[config.mk]
export PLATFORM = sky130hd
export DESIGN_NAME = compressor_with_deesser
export DESIGN_NICKNAME = d
export VERILOG_FILES = /design/src/cwd_pkg.sv /design/src/cwd_mac.sv /design/src/compressor_with_deesser.sv
export SDC_FILE = /design/constraint.sdc
export NUM_CORES = 2
export LEC_CHECK = 0
export BUFFER_PORTS_ARGS = -buffer_cell sky130_fd_sc_hd__buf_2
export CAP_MARGIN = 20
export CORE_ASPECT_RATIO = 1.25
export CORE_MARGIN = 8
export CORE_UTILIZATION = 30
export DETAILED_ROUTE_END_ITERATION = 8
export GPL_TIMING_DRIVEN = 0
export PLACE_DENSITY = 0.52
export SYNTH_ARGS = -nofsm -noshare
export SYNTH_HDL_FRONTEND = slang
export SYNTH_SLANG_ARGS = --single-unit
export TNS_END_PERCENT = 100
[constraint.sdc]
create_clock -name clk -period 11.2 [get_ports clk]
set_clock_uncertainty 0.2 [all_clocks]
set_input_delay 1.12 -clock clk [delete_from_list [all_inputs] [get_ports clk]]
set_output_delay 1.12 -clock clk [all_outputs]
set_load 0.02 [all_outputs]
[src/cwd_pkg.sv]
package cwd_pkg;

    // Accumulator width of the shared multiply-accumulate unit
    localparam int ACC_W = 64;

    // Register indexes on the configuration port
    localparam logic [2:0] REG_INPUT_GAIN     = 3'd0;
    localparam logic [2:0] REG_THRESHOLD_DB   = 3'd1;
    localparam logic [2:0] REG_SLOPE          = 3'd2;
    localparam logic [2:0] REG_ATTACK_COEFF   = 3'd3;
    localparam logic [2:0] REG_RELEASE_COEFF  = 3'd4;
    localparam logic [2:0] REG_DEESS_ENABLE   = 3'd5;
    localparam logic [2:0] REG_DEESS_THR_DB   = 3'd6;
    localparam logic [2:0] REG_DEESS_MAX_CUT  = 3'd7;

    // Fixed-point constants
    localparam int EPS_Q27      = 134;
    localparam int DB_PER_LOG2  = 394567;
    localparam int LOG2_PER_DB  = 2786635;
    localparam int FLOOR_DB     = -25600;
    localparam int COMP_MAX_CUT = 6144;

    // Cubic for 2^-f, Q1.28
    localparam logic [28:0] POLY_C1  = 29'd186028455;
    localparam logic [28:0] POLY_C2  = 29'd63509144;
    localparam logic [28:0] POLY_C3  = 29'd11698417;
    localparam logic [28:0] POLY_ONE = 29'd268435456;

    // Operation of the multiply-accumulate unit
    typedef struct packed {
        logic en;
        logic add;
    } mac_op_t;

    // Horner coefficient used after step k
    function automatic logic [28:0] poly_coeff(input logic [1:0] k);
        logic [28:0] c;
        case (k)
            2'd0:    c = POLY_C2;
            2'd1:    c = POLY_C1;
            default: c = POLY_ONE;
        endcase
        return c;
    endfunction

endpackage

[src/cwd_mac.sv]
// Shared signed multiplier with accumulator
module cwd_mac #(
    parameter int OPW = 34
) (
    input  logic                              clk,
    input  cwd_pkg::mac_op_t                  op,
    input  logic signed [OPW-1:0]             a,
    input  logic signed [OPW-1:0]             b,
    output logic signed [cwd_pkg::ACC_W-1:0]  acc
);

    logic signed [2*OPW-1:0]           prod;
    logic signed [cwd_pkg::ACC_W-1:0]  acc_reg;

    assign prod = a * b;
    assign acc  = acc_reg;

    // load or accumulate the product
    always_ff @(posedge clk)
    begin
        if (op.en)
        begin
            acc_reg <= (op.add ? acc_reg : '0) + cwd_pkg::ACC_W'(prod);
        end
    end

endmodule

[src/compressor_with_deesser.sv]
// Feed-forward compressor with optional de-esser for two channels. A sample
// transfers in on s_* with its channel in s_tuser; the processed sample transfers out
// on m_* with the same channel. All multiplications run on one shared
// multiply-accumulate unit under a sequencer. After a transfer in, s_tready stays
// low until the result is loaded into the output register, after which the
// sequencer returns to idle and takes the next transfer. Most of the work is the
// log conversion (16 squaring steps for each stage), which is skipped when an
// envelope is zero. A stalled receiver adds its stall cycles only when the
// previous result still waits. s_tready is high only while the sequencer is
// idle. The output register lets the next sample start while a result still
// waits. Envelope and lowpass state is reset to zero. Configuration must be
// written while idle.
module compressor_with_deesser #(
    parameter int CHANNELS            = 2,
    parameter int SAMPLE_BITS         = 24,
    parameter int DEESS_LOWPASS_COEFF = 10611589,
    parameter int DEESS_ATTACK_COEFF  = 16707456,
    parameter int DEESS_RELEASE_COEFF = 16772848,
    localparam int TDATA_W            = ((SAMPLE_BITS + 7) / 8) * 8
) (
    input  logic               clk,
    input  logic               rst_n,
    input  logic               s_tvalid,
    output logic               s_tready,
    input  logic [TDATA_W-1:0] s_tdata,   // sample_in
    input  logic               s_tuser,   // channel
    output logic               m_tvalid,
    input  logic               m_tready,
    output logic [TDATA_W-1:0] m_tdata,   // sample_out
    output logic               m_tuser,   // channel_out
    input  logic               cfg_we,
    input  logic [2:0]         cfg_index,
    input  logic [23:0]        cfg_data
);

    localparam int YW    = SAMPLE_BITS + 4;
    localparam int OPW   = (SAMPLE_BITS + 6 > 34) ? SAMPLE_BITS + 6 : 34;
    localparam int FRAC  = SAMPLE_BITS - 1;
    localparam int Q_L   = (FRAC <= 27) ? 27 - FRAC : 0;
    localparam int Q_R   = (FRAC > 27) ? FRAC - 27 : 0;
    localparam int CH_IW = (CHANNELS > 1) ? $clog2(CHANNELS) : 1;
    localparam int ACCW  = cwd_pkg::ACC_W;

    // Sequencer states
    localparam logic [4:0] S_IDLE  = 5'd0;
    localparam logic [4:0] S_GAIN  = 5'd1;
    localparam logic [4:0] S_GAINR = 5'd2;
    localparam logic [4:0] S_MAG   = 5'd3;
    localparam logic [4:0] S_ENV1  = 5'd4;
    localparam logic [4:0] S_ENV2  = 5'd5;
    localparam logic [4:0] S_ENV3  = 5'd6;
    localparam logic [4:0] S_LOG0  = 5'd7;
    localparam logic [4:0] S_NORM  = 5'd8;
    localparam logic [4:0] S_SQ    = 5'd9;
    localparam logic [4:0] S_SQN   = 5'd10;
    localparam logic [4:0] S_DB    = 5'd11;
    localparam logic [4:0] S_DBR   = 5'd12;
    localparam logic [4:0] S_OVER  = 5'd13;
    localparam logic [4:0] S_GR    = 5'd14;
    localparam logic [4:0] S_CUT0  = 5'd15;
    localparam logic [4:0] S_CUT1  = 5'd16;
    localparam logic [4:0] S_PMUL  = 5'd17;
    localparam logic [4:0] S_PSUB  = 5'd18;
    localparam logic [4:0] S_GN    = 5'd19;
    localparam logic [4:0] S_APPLY = 5'd20;
    localparam logic [4:0] S_APR   = 5'd21;
    localparam logic [4:0] S_DE0   = 5'd22;
    localparam logic [4:0] S_LP1   = 5'd23;
    localparam logic [4:0] S_LP2   = 5'd24;
    localparam logic [4:0] S_LP3   = 5'd25;
    localparam logic [4:0] S_HB    = 5'd26;
    localparam logic [4:0] S_OUT   = 5'd27;

    logic [4:0] state_reg, state_next;

    // Configuration
    logic [15:0]        gain_cfg_reg;
    logic signed [14:0] thr_reg;
    logic [15:0]        slope_reg;
    logic [23:0]        att_reg;
    logic [23:0]        rel_reg;
    logic               de_en_reg;
    logic signed [13:0] de_thr_reg;
    logic [11:0]        de_cut_reg;

    // Per-channel state
    logic [31:0]        cenv_reg [CHANNELS];
    logic signed [31:0] lp_store_reg [CHANNELS];
    logic [31:0]        denv_reg [CHANNELS];

    // Working registers
    logic                          phase_reg;
    logic                          ch_reg;
    logic signed [SAMPLE_BITS-1:0] x_reg;
    logic signed [YW-1:0]          y_reg;
    logic [31:0]                   mag_reg;
    logic [31:0]                   env_reg;
    logic [23:0]                   c_reg;
    logic [31:0]                   nrm_reg;
    logic [4:0]                    p_reg;
    logic [2:0]                    sh_reg;
    logic [31:0]                   m_reg;
    logic [15:0]                   frac_reg;
    logic [3:0]                    cnt_reg;
    logic signed [15:0]            db_reg;
    logic [12:0]                   cut_reg;
    logic [2:0]                    n_reg;
    logic [15:0]                   f_reg;
    logic [28:0]                   poly_reg;
    logic [1:0]                    k_reg;
    logic [12:0]                   gain_reg;
    logic signed [OPW-1:0]         y27_reg;
    logic signed [31:0]            lp_reg;

    // Output register
    logic                   out_valid_reg;
    logic                   out_ch_reg;
    logic [SAMPLE_BITS-1:0] out_data_reg;

    // Shared unit
    cwd_pkg::mac_op_t       mac_op;
    logic signed [OPW-1:0]  mac_a, mac_b;
    logic signed [ACCW-1:0] acc;

    logic [CH_IW-1:0] ch_idx;
    logic             in_xfer;
    logic             out_load;

    logic signed [OPW-1:0]  y_ext, y_abs, y_q27, hb, hb_abs, hb_m;
    logic [31:0]            mag_y, mag_hb;
    logic [23:0]            att_sel, rel_sel, c_sel;
    logic [31:0]            env_new;
    logic [5:0]             kk;
    logic                   top_zero;
    logic [31:0]            nrm_shift;
    logic [4:0]             p_shift;
    logic [31:0]            sq_t;
    logic signed [22:0]     l_val;
    logic signed [ACCW-1:0] db_w, gr_w, e_w, lp_w, y_w;
    logic signed [15:0]     db_new;
    logic signed [14:0]     thr_sel;
    logic signed [16:0]     over_v;
    logic [12:0]            de_cut_sel;
    logic [12:0]            gr_cut;
    logic [29:0]            g_sh;
    logic [SAMPLE_BITS-1:0] y_sat;
    logic [4:0]             after_gain;

    assign ch_idx   = (CHANNELS == 1) ? '0 : CH_IW'(ch_reg);
    assign s_tready = (state_reg == S_IDLE);
    assign in_xfer  = s_tvalid && s_tready;
    assign out_load = (state_reg == S_OUT) && (!out_valid_reg || m_tready);

    assign m_tvalid = out_valid_reg;
    assign m_tuser  = out_ch_reg;
    assign m_tdata  = TDATA_W'(out_data_reg);

    // Magnitudes in Q5.27
    assign y_ext  = OPW'(y_reg);
    assign y_abs  = (y_ext < 0) ? -y_ext : y_ext;
    assign mag_y  = 32'(((y_abs <<< Q_L) >>> Q_R) + OPW'(cwd_pkg::EPS_Q27));
    assign y_q27  = (y_ext <<< Q_L) >>> Q_R;
    assign hb     = y27_reg - OPW'(lp_reg);
    assign hb_abs = (hb < 0) ? -hb : hb;
    assign hb_m   = hb_abs + OPW'(cwd_pkg::EPS_Q27);
    assign mag_hb = (hb_m[OPW-1:32] != '0) ? 32'hFFFF_FFFF : hb_m[31:0];

    // Envelope pole select
    assign att_sel = phase_reg ? 24'(DEESS_ATTACK_COEFF) : att_reg;
    assign rel_sel = phase_reg ? 24'(DEESS_RELEASE_COEFF) : rel_reg;
    assign c_sel   = (mag_reg > env_reg) ? att_sel : rel_sel;
    assign env_new = 32'((acc + 64'sd8388608) >>> 24);

    // Leading-one search, halving step each cycle
    assign kk        = 6'd16 >> sh_reg;
    assign top_zero  = ((nrm_reg >> (6'd32 - kk)) == 32'd0);
    assign nrm_shift = top_zero ? (nrm_reg << kk) : nrm_reg;
    assign p_shift   = top_zero ? (p_reg - 5'(kk)) : p_reg;
    assign sq_t      = acc[61:30];

    // log2 to dB
    assign l_val  = {(7'(p_reg) - 7'd27), frac_reg};
    assign db_w   = (acc + 64'sd8388608) >>> 24;
    assign db_new = (db_w < cwd_pkg::FLOOR_DB) ? 16'(cwd_pkg::FLOOR_DB) : 16'(db_w);

    // Excess over threshold and cut limits
    assign thr_sel    = phase_reg ? 15'(de_thr_reg) : thr_reg;
    assign over_v     = 17'(db_reg) - 17'(thr_sel);
    assign de_cut_sel = (over_v > $signed({5'b0, de_cut_reg})) ? 13'(de_cut_reg)
                                                               : 13'(over_v);
    assign gr_w       = (acc + 64'sd32768) >>> 16;
    assign gr_cut     = (gr_w > cwd_pkg::COMP_MAX_CUT) ? 13'(cwd_pkg::COMP_MAX_CUT)
                                                       : 13'(gr_w);
    assign e_w        = (acc + 64'sd32768) >>> 16;
    assign g_sh       = (30'(poly_reg) >> n_reg) + 30'd32768;
    assign y_w        = (acc + 64'sd2048) >>> 12;
    assign lp_w       = (acc + 64'sd8388608) >>> 24;

    assign after_gain = (!phase_reg && de_en_reg) ? S_DE0 : S_OUT;

    // Output saturation
    always_comb
    begin
        if ((y_reg[YW-1:SAMPLE_BITS-1] == '0) || (y_reg[YW-1:SAMPLE_BITS-1] == '1))
        begin
            y_sat = y_reg[SAMPLE_BITS-1:0];
        end
        else
        begin
            y_sat = y_reg[YW-1] ? {1'b1, {(SAMPLE_BITS-1){1'b0}}}
                                : {1'b0, {(SAMPLE_BITS-1){1'b1}}};
        end
    end

    // Multiplier operand selection
    always_comb
    begin
        mac_op = '0;
        mac_a  = '0;
        mac_b  = '0;
        case (state_reg)
            S_GAIN:
            begin
                mac_op.en = 1'b1;
                mac_a     = OPW'(x_reg);
                mac_b     = OPW'($signed({1'b0, gain_cfg_reg}));
            end
            S_ENV1:
            begin
                mac_op.en = 1'b1;
                mac_a     = OPW'($signed({1'b0, c_sel}));
                mac_b     = OPW'($signed({1'b0, env_reg}));
            end
            S_ENV2:
            begin
                mac_op.en  = 1'b1;
                mac_op.add = 1'b1;
                mac_a      = OPW'($signed(26'h100_0000 - {2'b0, c_reg}));
                mac_b      = OPW'($signed({1'b0, mag_reg}));
            end
            S_SQ:
            begin
                mac_op.en = 1'b1;
                mac_a     = OPW'($signed({1'b0, m_reg}));
                mac_b     = OPW'($signed({1'b0, m_reg}));
            end
            S_DB:
            begin
                mac_op.en = 1'b1;
                mac_a     = OPW'(l_val);
                mac_b     = OPW'(cwd_pkg::DB_PER_LOG2);
            end
            S_OVER:
            begin
                mac_op.en = !phase_reg;
                mac_a     = OPW'(over_v);
                mac_b     = OPW'($signed({1'b0, slope_reg}));
            end
            S_CUT0:
            begin
                mac_op.en = 1'b1;
                mac_a     = OPW'($signed({1'b0, cut_reg}));
                mac_b     = OPW'(cwd_pkg::LOG2_PER_DB);
            end
            S_PMUL:
            begin
                mac_op.en = 1'b1;
                mac_a     = OPW'($signed({1'b0, poly_reg}));
                mac_b     = OPW'($signed({1'b0, f_reg}));
            end
            S_APPLY:
            begin
                mac_op.en = 1'b1;
                mac_a     = y_ext;
                mac_b     = OPW'($signed({1'b0, gain_reg}));
            end
            S_LP1:
            begin
                mac_op.en = 1'b1;
                mac_a     = OPW'(DEESS_LOWPASS_COEFF);
                mac_b     = OPW'(lp_reg);
            end
            S_LP2:
            begin
                mac_op.en  = 1'b1;
                mac_op.add = 1'b1;
                mac_a      = OPW'(16777216 - DEESS_LOWPASS_COEFF);
                mac_b      = y27_reg;
            end
            default:
            begin
                mac_op = '0;
            end
        endcase
    end

    cwd_mac #(
        .OPW (OPW)
    ) u_mac (
        .clk (clk),
        .op  (mac_op),
        .a   (mac_a),
        .b   (mac_b),
        .acc (acc)
    );

    // Sequencer
    always_comb
    begin
        state_next = state_reg;
        case (state_reg)
            S_IDLE:  state_next = in_xfer ? S_GAIN : S_IDLE;
            S_GAIN:  state_next = S_GAINR;
            S_GAINR: state_next = S_MAG;
            S_MAG:   state_next = S_ENV1;
            S_ENV1:  state_next = S_ENV2;
            S_ENV2:  state_next = S_ENV3;
            S_ENV3:  state_next = S_LOG0;
            S_LOG0:  state_next = (env_reg == 32'd0) ? S_OVER : S_NORM;
            S_NORM:  state_next = (sh_reg == 3'd4) ? S_SQ : S_NORM;
            S_SQ:    state_next = S_SQN;
            S_SQN:   state_next = (cnt_reg == 4'd15) ? S_DB : S_SQ;
            S_DB:    state_next = S_DBR;
            S_DBR:   state_next = S_OVER;
            S_OVER:
            begin
                if (over_v > 0)
                begin
                    state_next = phase_reg ? S_CUT0 : S_GR;
                end
                else
                begin
                    state_next = after_gain;
                end
            end
            S_GR:    state_next = S_CUT0;
            S_CUT0:  state_next = S_CUT1;
            S_CUT1:  state_next = S_PMUL;
            S_PMUL:  state_next = S_PSUB;
            S_PSUB:  state_next = (k_reg == 2'd2) ? S_GN : S_PMUL;
            S_GN:    state_next = S_APPLY;
            S_APPLY: state_next = S_APR;
            S_APR:   state_next = after_gain;
            S_DE0:   state_next = S_LP1;
            S_LP1:   state_next = S_LP2;
            S_LP2:   state_next = S_LP3;
            S_LP3:   state_next = S_HB;
            S_HB:    state_next = S_ENV1;
            S_OUT:   state_next = out_load ? S_IDLE : S_OUT;
            default: state_next = S_IDLE;
        endcase
    end

    // Control, configuration and channel state
    always_ff @(posedge clk or negedge rst_n)
    begin
        if (!rst_n)
        begin
            state_reg     <= S_IDLE;
            out_valid_reg <= 1'b0;
            phase_reg     <= 1'b0;
            gain_cfg_reg  <= 16'd4096;
            thr_reg       <= -15'sd5760;
            slope_reg     <= 16'd52429;
            att_reg       <= 24'd16723530;
            rel_reg       <= 24'd16776245;
            de_en_reg     <= 1'b0;
            de_thr_reg    <= -14'sd6144;
            de_cut_reg    <= 12'd2560;
            for (int i = 0; i < CHANNELS; i++)
            begin
                cenv_reg[i]     <= '0;
                lp_store_reg[i] <= '0;
                denv_reg[i]     <= '0;
            end
        end
        else
        begin
            state_reg <= state_next;

            // output register
            if (out_load)
            begin
                out_valid_reg <= 1'b1;
            end
            else if (m_tready)
            begin
                out_valid_reg <= 1'b0;
            end

            // stage select
            if (in_xfer)
            begin
                phase_reg <= 1'b0;
            end
            else if (state_reg == S_DE0)
            begin
                phase_reg <= 1'b1;
            end

            // store write-back
            if (state_reg == S_ENV3)
            begin
                if (phase_reg)
                begin
                    denv_reg[ch_idx] <= env_new;
                end
                else
                begin
                    cenv_reg[ch_idx] <= env_new;
                end
            end
            if (state_reg == S_LP3)
            begin
                lp_store_reg[ch_idx] <= 32'(lp_w);
            end

            // configuration writes
            if (cfg_we)
            begin
                case (cfg_index)
                    cwd_pkg::REG_INPUT_GAIN:    gain_cfg_reg <= cfg_data[15:0];
                    cwd_pkg::REG_THRESHOLD_DB:  thr_reg      <= cfg_data[14:0];
                    cwd_pkg::REG_SLOPE:         slope_reg    <= cfg_data[15:0];
                    cwd_pkg::REG_ATTACK_COEFF:  att_reg      <= cfg_data[23:0];
                    cwd_pkg::REG_RELEASE_COEFF: rel_reg      <= cfg_data[23:0];
                    cwd_pkg::REG_DEESS_ENABLE:  de_en_reg    <= cfg_data[0];
                    cwd_pkg::REG_DEESS_THR_DB:  de_thr_reg   <= cfg_data[13:0];
                    cwd_pkg::REG_DEESS_MAX_CUT: de_cut_reg   <= cfg_data[11:0];
                    default:                    de_cut_reg   <= de_cut_reg;
                endcase
            end
        end
    end

    // Datapath registers
    always_ff @(posedge clk)
    begin
        case (state_reg)
            S_IDLE:
            begin
                if (in_xfer)
                begin
                    x_reg  <= s_tdata[SAMPLE_BITS-1:0];
                    ch_reg <= s_tuser;
                end
            end
            S_GAINR:
            begin
                y_reg <= YW'(y_w);
            end
            S_MAG:
            begin
                mag_reg <= mag_y;
                env_reg <= cenv_reg[ch_idx];
            end
            S_ENV1:
            begin
                c_reg <= c_sel;
            end
            S_ENV3:
            begin
                env_reg <= env_new;
            end
            S_LOG0:
            begin
                nrm_reg <= env_reg;
                p_reg   <= 5'd31;
                sh_reg  <= 3'd0;
                db_reg  <= 16'(cwd_pkg::FLOOR_DB);
            end
            S_NORM:
            begin
                nrm_reg  <= nrm_shift;
                p_reg    <= p_shift;
                sh_reg   <= sh_reg + 3'd1;
                m_reg    <= {1'b0, nrm_shift[31:1]};
                frac_reg <= '0;
                cnt_reg  <= '0;
            end
            S_SQN:
            begin
                m_reg    <= sq_t[31] ? (sq_t >> 1) : sq_t;
                frac_reg <= {frac_reg[14:0], sq_t[31]};
                cnt_reg  <= cnt_reg + 4'd1;
            end
            S_DBR:
            begin
                db_reg <= db_new;
            end
            S_OVER:
            begin
                cut_reg <= de_cut_sel;
            end
            S_GR:
            begin
                cut_reg <= gr_cut;
            end
            S_CUT1:
            begin
                n_reg    <= e_w[18:16];
                f_reg    <= e_w[15:0];
                poly_reg <= cwd_pkg::POLY_C3;
                k_reg    <= 2'd0;
            end
            S_PSUB:
            begin
                poly_reg <= cwd_pkg::poly_coeff(k_reg) - 29'(acc >>> 16);
                k_reg    <= k_reg + 2'd1;
            end
            S_GN:
            begin
                gain_reg <= 13'(g_sh >> 16);
            end
            S_APR:
            begin
                y_reg <= YW'(y_w);
            end
            S_DE0:
            begin
                y27_reg <= y_q27;
                lp_reg  <= lp_store_reg[ch_idx];
            end
            S_LP3:
            begin
                lp_reg <= 32'(lp_w);
            end
            S_HB:
            begin
                mag_reg <= mag_hb;
                env_reg <= denv_reg[ch_idx];
            end
            S_OUT:
            begin
                if (out_load)
                begin
                    out_data_reg <= y_sat;
                    out_ch_reg   <= ch_reg;
                end
            end
            default:
            begin
                y_reg <= y_reg;
            end
        endcase
    end

endmodule

* After elaboration in Yosys (flattened, before gate mapping)
Index checks and enable logic that the tools add are counted. W data, S select, Z words.
Word-level totals: register bits after elaboration 795, input port bits 57, output and inout bits 27, word-level logic and storage cells 222
Operators by class: add/sub/neg operators 19, multipliers 1, $lt $le $gt $ge 9, equal/unequal tests 40, shift operators 4, muxes and demuxes 63, bitwise gates (word level) 2, reduce and logical (&&, ||, !) cells 42
Operators by type and width (count):
- $pmux W34 S11 | 2
- $mux W32 | 12
- $pmux W32 S2 | 4
- $bwmux W64 | 3
- $pmux W5 S27 | 1
- $mux W24 | 5
- $pmux W29 S2 | 2
- $pmux W32 S3 | 1
- $eq A5 B5 Y1 const B | 13
- $add A64 B17 Y64 const B | 1
- $add A64 B25 Y64 const B | 1
- $add A64 B64 Y64 | 1
- $logic_not A32 Y1 | 2
- $mul A34 B34 Y64 | 1
- $mux W64 | 1
- $pmux W16 S2 | 2
- $gt A48 B14 Y1 const B | 1
- $add A40 B13 Y40 const B | 1
- $eq A5 B4 Y1 const B | 8
- $lt A40 B16 Y1 const B | 1
- $add A34 B9 Y34 const B | 1
- $mux W34 | 1
- $neg A33 Y34 | 1
- $lt A33 B1 Y1 const B | 1
- 64 further kinds | 113

* Depth between registers and ports, before layout
word-level depth 7, depth in mapped cells 50

* Hierarchy
Synthesis repeated with hierarchy kept, for this count alone.
Second synthesis, totals: cell total of the unflattened synthesis 9428, area, all modules 90763.3 µm²
Modules (own cells, without submodules):
- compressor_with_deesser | instances 1, cells each 4710, area an instance 45491.1 µm², sequential area each 20379.5 µm²
- cwd_mac | instances 1, cells each 4718, area an instance 45272.2 µm², sequential area each 1921.8 µm²

* Least setup slack after synthesis
OpenSTA, ideal clock, no wires.
path type reg2reg, from register phase_reg, to register u_mac.acc_reg, in the netlist u_mac.acc[56], data pin, setup time 0.138 ns, arrival 11.837 ns, data required time 10.862 ns, slack -0.975 ns, cell stages (with the launch flop) 45, path buffers 4, period minus slack after synthesis 12.175 ns, cells stage by stage dfrtp_1 -> clkbuf_1 -> buf_1 -> buf_1 -> mux2i_1 -> fa_1 -> a21o_1 -> a21oi_1 -> o21ai_0 -> nand3_1 -> a31oi_1 -> o2111ai_1 -> a32o_1 -> a21oi_1 -> nand2_1 -> a21o_1 -> clkbuf_1 -> nand2_1 -> [9 not listed] -> fa_1 -> fa_1 -> fa_1 -> inv_1 -> ha_1 -> and3_1 -> a221o_1 -> a21o_1 -> a21oi_1 -> nor2b_1 -> o21ai_0 -> nand2b_1 -> a21oi_1 -> o21ai_0 -> a31o_2 -> a21o_1 -> or4_1 -> nand4_1
On the way: word-level cells in the longest chain between the ends 5, elaborated cells between the ends (all ways) 8
RTL lines:
- start: declaration | line compressor_with_deesser.sv:92 | logic phase_reg;
- start signal: assignment | line compressor_with_deesser.sv:361 | phase_reg <= 1'b0;
- start signal: assignment | line compressor_with_deesser.sv:394 | phase_reg <= 1'b0;
- start signal: assignment | line compressor_with_deesser.sv:398 | phase_reg <= 1'b1;
- $mux W15, or another cell as far along | line compressor_with_deesser.sv:187 | assign thr_sel = phase_reg ? 15'(de_thr_reg) : thr_reg;
- $sub A16 B15 Y17 / $mux W24 (equally long branches) | line compressor_with_deesser.sv:188, compressor_with_deesser.sv:171
- $pmux W34 S11 (*) | line compressor_with_deesser.sv:221 | case (state_reg)
- $mul A34 B34 Y64 (*) | line cwd_mac.sv:15 | assign prod = a * b;
- $add A64 B64 Y64 (*) | line cwd_mac.sv:23 | acc_reg <= (op.add ? acc_reg : '0) + cwd_pkg::ACC_W'(prod);
- end signal: assignment | line cwd_mac.sv:23
- end: declaration | line cwd_mac.sv:13 | logic signed [cwd_pkg::ACC_W-1:0] acc_reg;
Mark *: on every way between the ends. The rest lies on a longest branch, timed or not. A chain may end at the register's enable or synchronous reset.

* Worst setup path in the final report
from register state_reg[3], to register u_mac.acc_reg, in the netlist u_mac.acc[56], data pin
On the way: word-level cells in the longest chain between the ends 5, elaborated cells between the ends (all ways) 18
RTL lines:
- start: declaration | line compressor_with_deesser.sv:74 | logic [4:0] state_reg, state_next;
- start signal: assignment | line compressor_with_deesser.sv:379 | state_reg <= state_next;
- branches (longest 4 deep; another with $mul A34 B34 Y64)
- $add A64 B64 Y64 (*) | line cwd_mac.sv:23
Every way passes the cells marked *.

==> summary by stage <==
Logic synthesis
The number of warnings issued by yosys is 0. The dominant register cell in the synthesized netlist is edfxtp_1. Summing every instance area after synthesis gives between 80000 and 90000 µm². By count the netlist is led by 1536 x inv_1, 1256 x fa_1, 1039 x nand2_1.

The sequential element share of the synthesized area is 0.252. Of the total synthesized cell area, the portion taken by AND, OR, NAND and NOR gates is 0.137. The most common cell in the synthesized netlist is inv_1.

The share of synthesized area in the top cell type comes to 0.284. The synthesized design contains between 400 and 500 enable-type register cells. The main combinational cell family by area after synthesis is adder cells.

The average instance in the mapped netlist occupies ~9.5 µm². Synthesis inferred 794 register bits. The proportion of synthesized area in mux cells is 0.0443. Counting flops with an async set or reset pin after synthesis yields a share of 0.404. The post-synthesis cell type with the largest combined area is fa_1.

The synthesized netlist cell count is roughly 9300. The adder and majority cell fraction of the synthesized area is 0.335. Of the total synthesized cell area, the portion taken by XOR and XNOR cells is 0.0352. The compound-gate portion of the synthesized area was 0.111. Counting distinct cell types in the post-synthesis netlist gives around 110.

Sorting the synthesized cells by area gives the leading types as fa_1 28%, edfxtp_1 16%, dfrtp_1 7.6%, inv_1 6.5%, ha_1 5.1%.

Placement
Summing all placed instances gives a cell area of approximately 96000 µm². At the end of routability-driven placement, the weighted congestion stood at around 1.0. The final HPWL from detailed placement is around 360 mm.

The count of buffers added on input and output ports is 81.

Floorplanning
Measured along the y axis, the die boundary spans a little over 600 µm. The die is roughly 500 µm wide. After floorplanning, the core was divided into about 220 placement rows. Pin placement for this block handled 84 I/O pins. The core area is between 200000 and 300000 µm². The die covers ~310000 µm². The starting density of the core is 0.301.

Drt
Across all layers, the routed design uses 75662 vias. The detail-routed net length per standard cell is 31.4 µm. The number of nets with antenna violations after routing is 0. The via density per instance is around 5.5. The routed design has approximately 430 mm of wire. The number of detailed-route iterations in the first pass is 6. The number of remaining DRC errors is 0. The initial detailed-routing violation count is about 8000.

Clock tree
For this design, the sink count on the clock tree is a little under 800. The source-to-sink clock delay at the later pin of the worst-skew pair is 0.78 ns. The number of H-tree levels is 3. The clock passes through at most 3 buffers.

Clock-pin slew was measured on the worst setup and hold paths at ~0.060 ns. In this run, CTS created clock tree buffers numbering 97. CTS placed an instance of clkbuf_16 at the clock tree root. TritonCTS built the clock tree.

Layout
The final standard cell area without fillers is ~100000 µm². The fraction of final layout cells with drive strength greater than 1 is 0.141. The total area of multi-input combinational cells is slightly above 60000 µm².

Compared with the post-synthesis result, the final layout area differs by 18.0%. The filler cells instantiated in the layout total roughly 30000. Summing all flip-flop and latch instances after layout gives around 22000 µm². After the last flow step, the layout net total stands at between 10000 and 15000.

Global route
The number of global-route vias before repair is between 70000 and 80000. Global routing finished with a remaining overflow of 0. The initial antenna violation count came to between 40 and 50. The first global-routing pass estimated between 500 and 600 mm of wire. The largest net degree at the start of global routing is about 110. The overall fraction of global-route tracks in use is 0.271.

STA
For this run, the top clock speed supported by timing is approximately 0.085 GHz. The relative max-transition margin is 0.166. Of the available clock period, the critical path in the final layout requires 1.05. The setup TNS after final layout is -5.86 ns.

Setup repair after global routing could not meet its margin everywhere. The final hold violation count is 0. The max-slew violation count is 0. Setup violations remaining at the end of the flow were counted as 19. Once routing completed, OpenROAD measured the worst setup slack at -0.578 ns. The transition time at the pin with the least slew margin is around 1.3 ns.

After layout, the minimum clock period comes to 11.78 ns.

Status
The checks that failed: negative setup slack. The run finished, with violations left.

Critical path
The source of the worst register-to-register timing path is state_reg[3]$_DFF_PN0_. The maximum fanout encountered on the critical timing path is 10. The largest individual stage delay along the critical path comes from the cell fa_2. The critical path in this run is classified as register to register. The required time at the worst-slack endpoint is 11.61 ns.

The launch point of the critical path is state_reg[3]$_DFF_PN0_. The worst stage delay on the critical path is roughly 0.60 ns. Data on the critical path arrives at its endpoint at around 12 ns. The kind of launch point of the worst setup path is a register. The worst setup path is captured at a register.

Hold path
In this run the worst hold path is classified as register to register. The source of the worst hold timing path is y_reg[23]$_DFFE_PP_.

Job
Max-cap violations in this run came to 0.
per-layer routing:
metal  track usage  up-vias  wire length (µm)
met5             0        -               183
met4         0.182       24             37900
met3        0.0572     1103             40300
met2         0.411     4204            188000
met1         0.348    38921            169000
li1              -    31410                 -
worst max-delay path: cells and delay by family, from the launching register on:
family | cells | cell delay (ns)
adder cells (fa/ha/maj) | 9 | 4.35
buffers and inverters | 14 | 2.37
AND/OR/NAND/NOR | 9 | 2.14
AO/OA/AOI/OAI | 11 | 2.01
flip-flops | 1 | 0.51
cell families (layout without fill, tap and decap cells):
logic type / count (synthesis) / after routing
buffers and inverters: 2027 / 2587
xor gates and xnor gates: 354 / 354
and+or+nand+nor: 2680 / 2680
muxes: 371 / 371
AOI/OAI and AO/OA: 1469 / 1469
adders and majority gates: 1620 / 1620
other: 2 / 58
DFF: 794 / 794
what timing repair did:
action / CTS / global route
setup buffers: 125 / 72
resized for setup: 642 / 239
endpoints found under the setup margin: 53 / 32
cloned: 3 / 2
pin swaps: 104 / 171
hold buffers: 1 / 0
endpoints found under the hold margin: 24 / 0
worst paths after layout:
path                                            endpoint  slack, ns  cells after the start
max in group asynchronous          phase_reg$_DFFE_PN0P_       8.34                      5
worst min register to register     y27_reg[27]$_DFFE_PP_       0.24                      0
min in group asynchronous       denv_reg[53]$_DFFE_PN0P_       0.59                      2
worst max-delay path             u_mac.acc[56]$_DFFE_PP_      -0.58                     43
worst min-delay path               y27_reg[27]$_DFFE_PP_       0.24                      0
worst max register to register   u_mac.acc[56]$_DFFE_PP_      -0.58                     43
placed cells by master, fill, tap and decap left out, drive strengths merged, types with 29 or more instances in the layout:
master,count
a211oi,79
a21o,90
a21oi,376
a221o,30
a221oi,35
a22oi,56
a31oi,39
and2,100
and3,70
buf,473
clkbuf,515
clkinv,44
conb,42
dfrtp,269
dfstp,52
edfxtp,473
fa,1256
ha,364
inv,1536
mux2,150
mux2i,219
nand2,1039
nand2b,64
nand3,132
nand4,54
nor2,807
nor2b,88
nor3,132
nor4,50
o21a,37
o21ai,376
o22a,34
or3,34
or4,29
xnor2,241
xor2,113
layout make-up:
class	count	area share
inverter	1541	0.0555
buffer	464	0.0269
clock buffer	128	0.0254
timing repair inverter	1	0.0000718
sequential	794	0.213
clock inverter	54	0.00575
timing repair buffer	399	0.0393
tap	3937	0.0471
antenna	16	0.000383
multi-input combinational	6536	0.586
stage by stage:
step | hold slack, ns | utilization | worst slack, ns | cells
after floorplan | 0.224 | - | -0.0351 | 9357
after global placement | 0.232 | 0.320 | -6.69 | 13375
after detailed placement | 0.229 | 0.327 | -5.16 | 13490
after CTS | 0.241 | 0.350 | -0.567 | 13784
after global routing | 0.256 | 0.355 | -0.711 | 13857
final | 0.244 | 0.355 | -0.578 | 13870
Power is not shown: default switching activity piles up to over one toggle a cycle in this logic, so the estimate is an artifact.
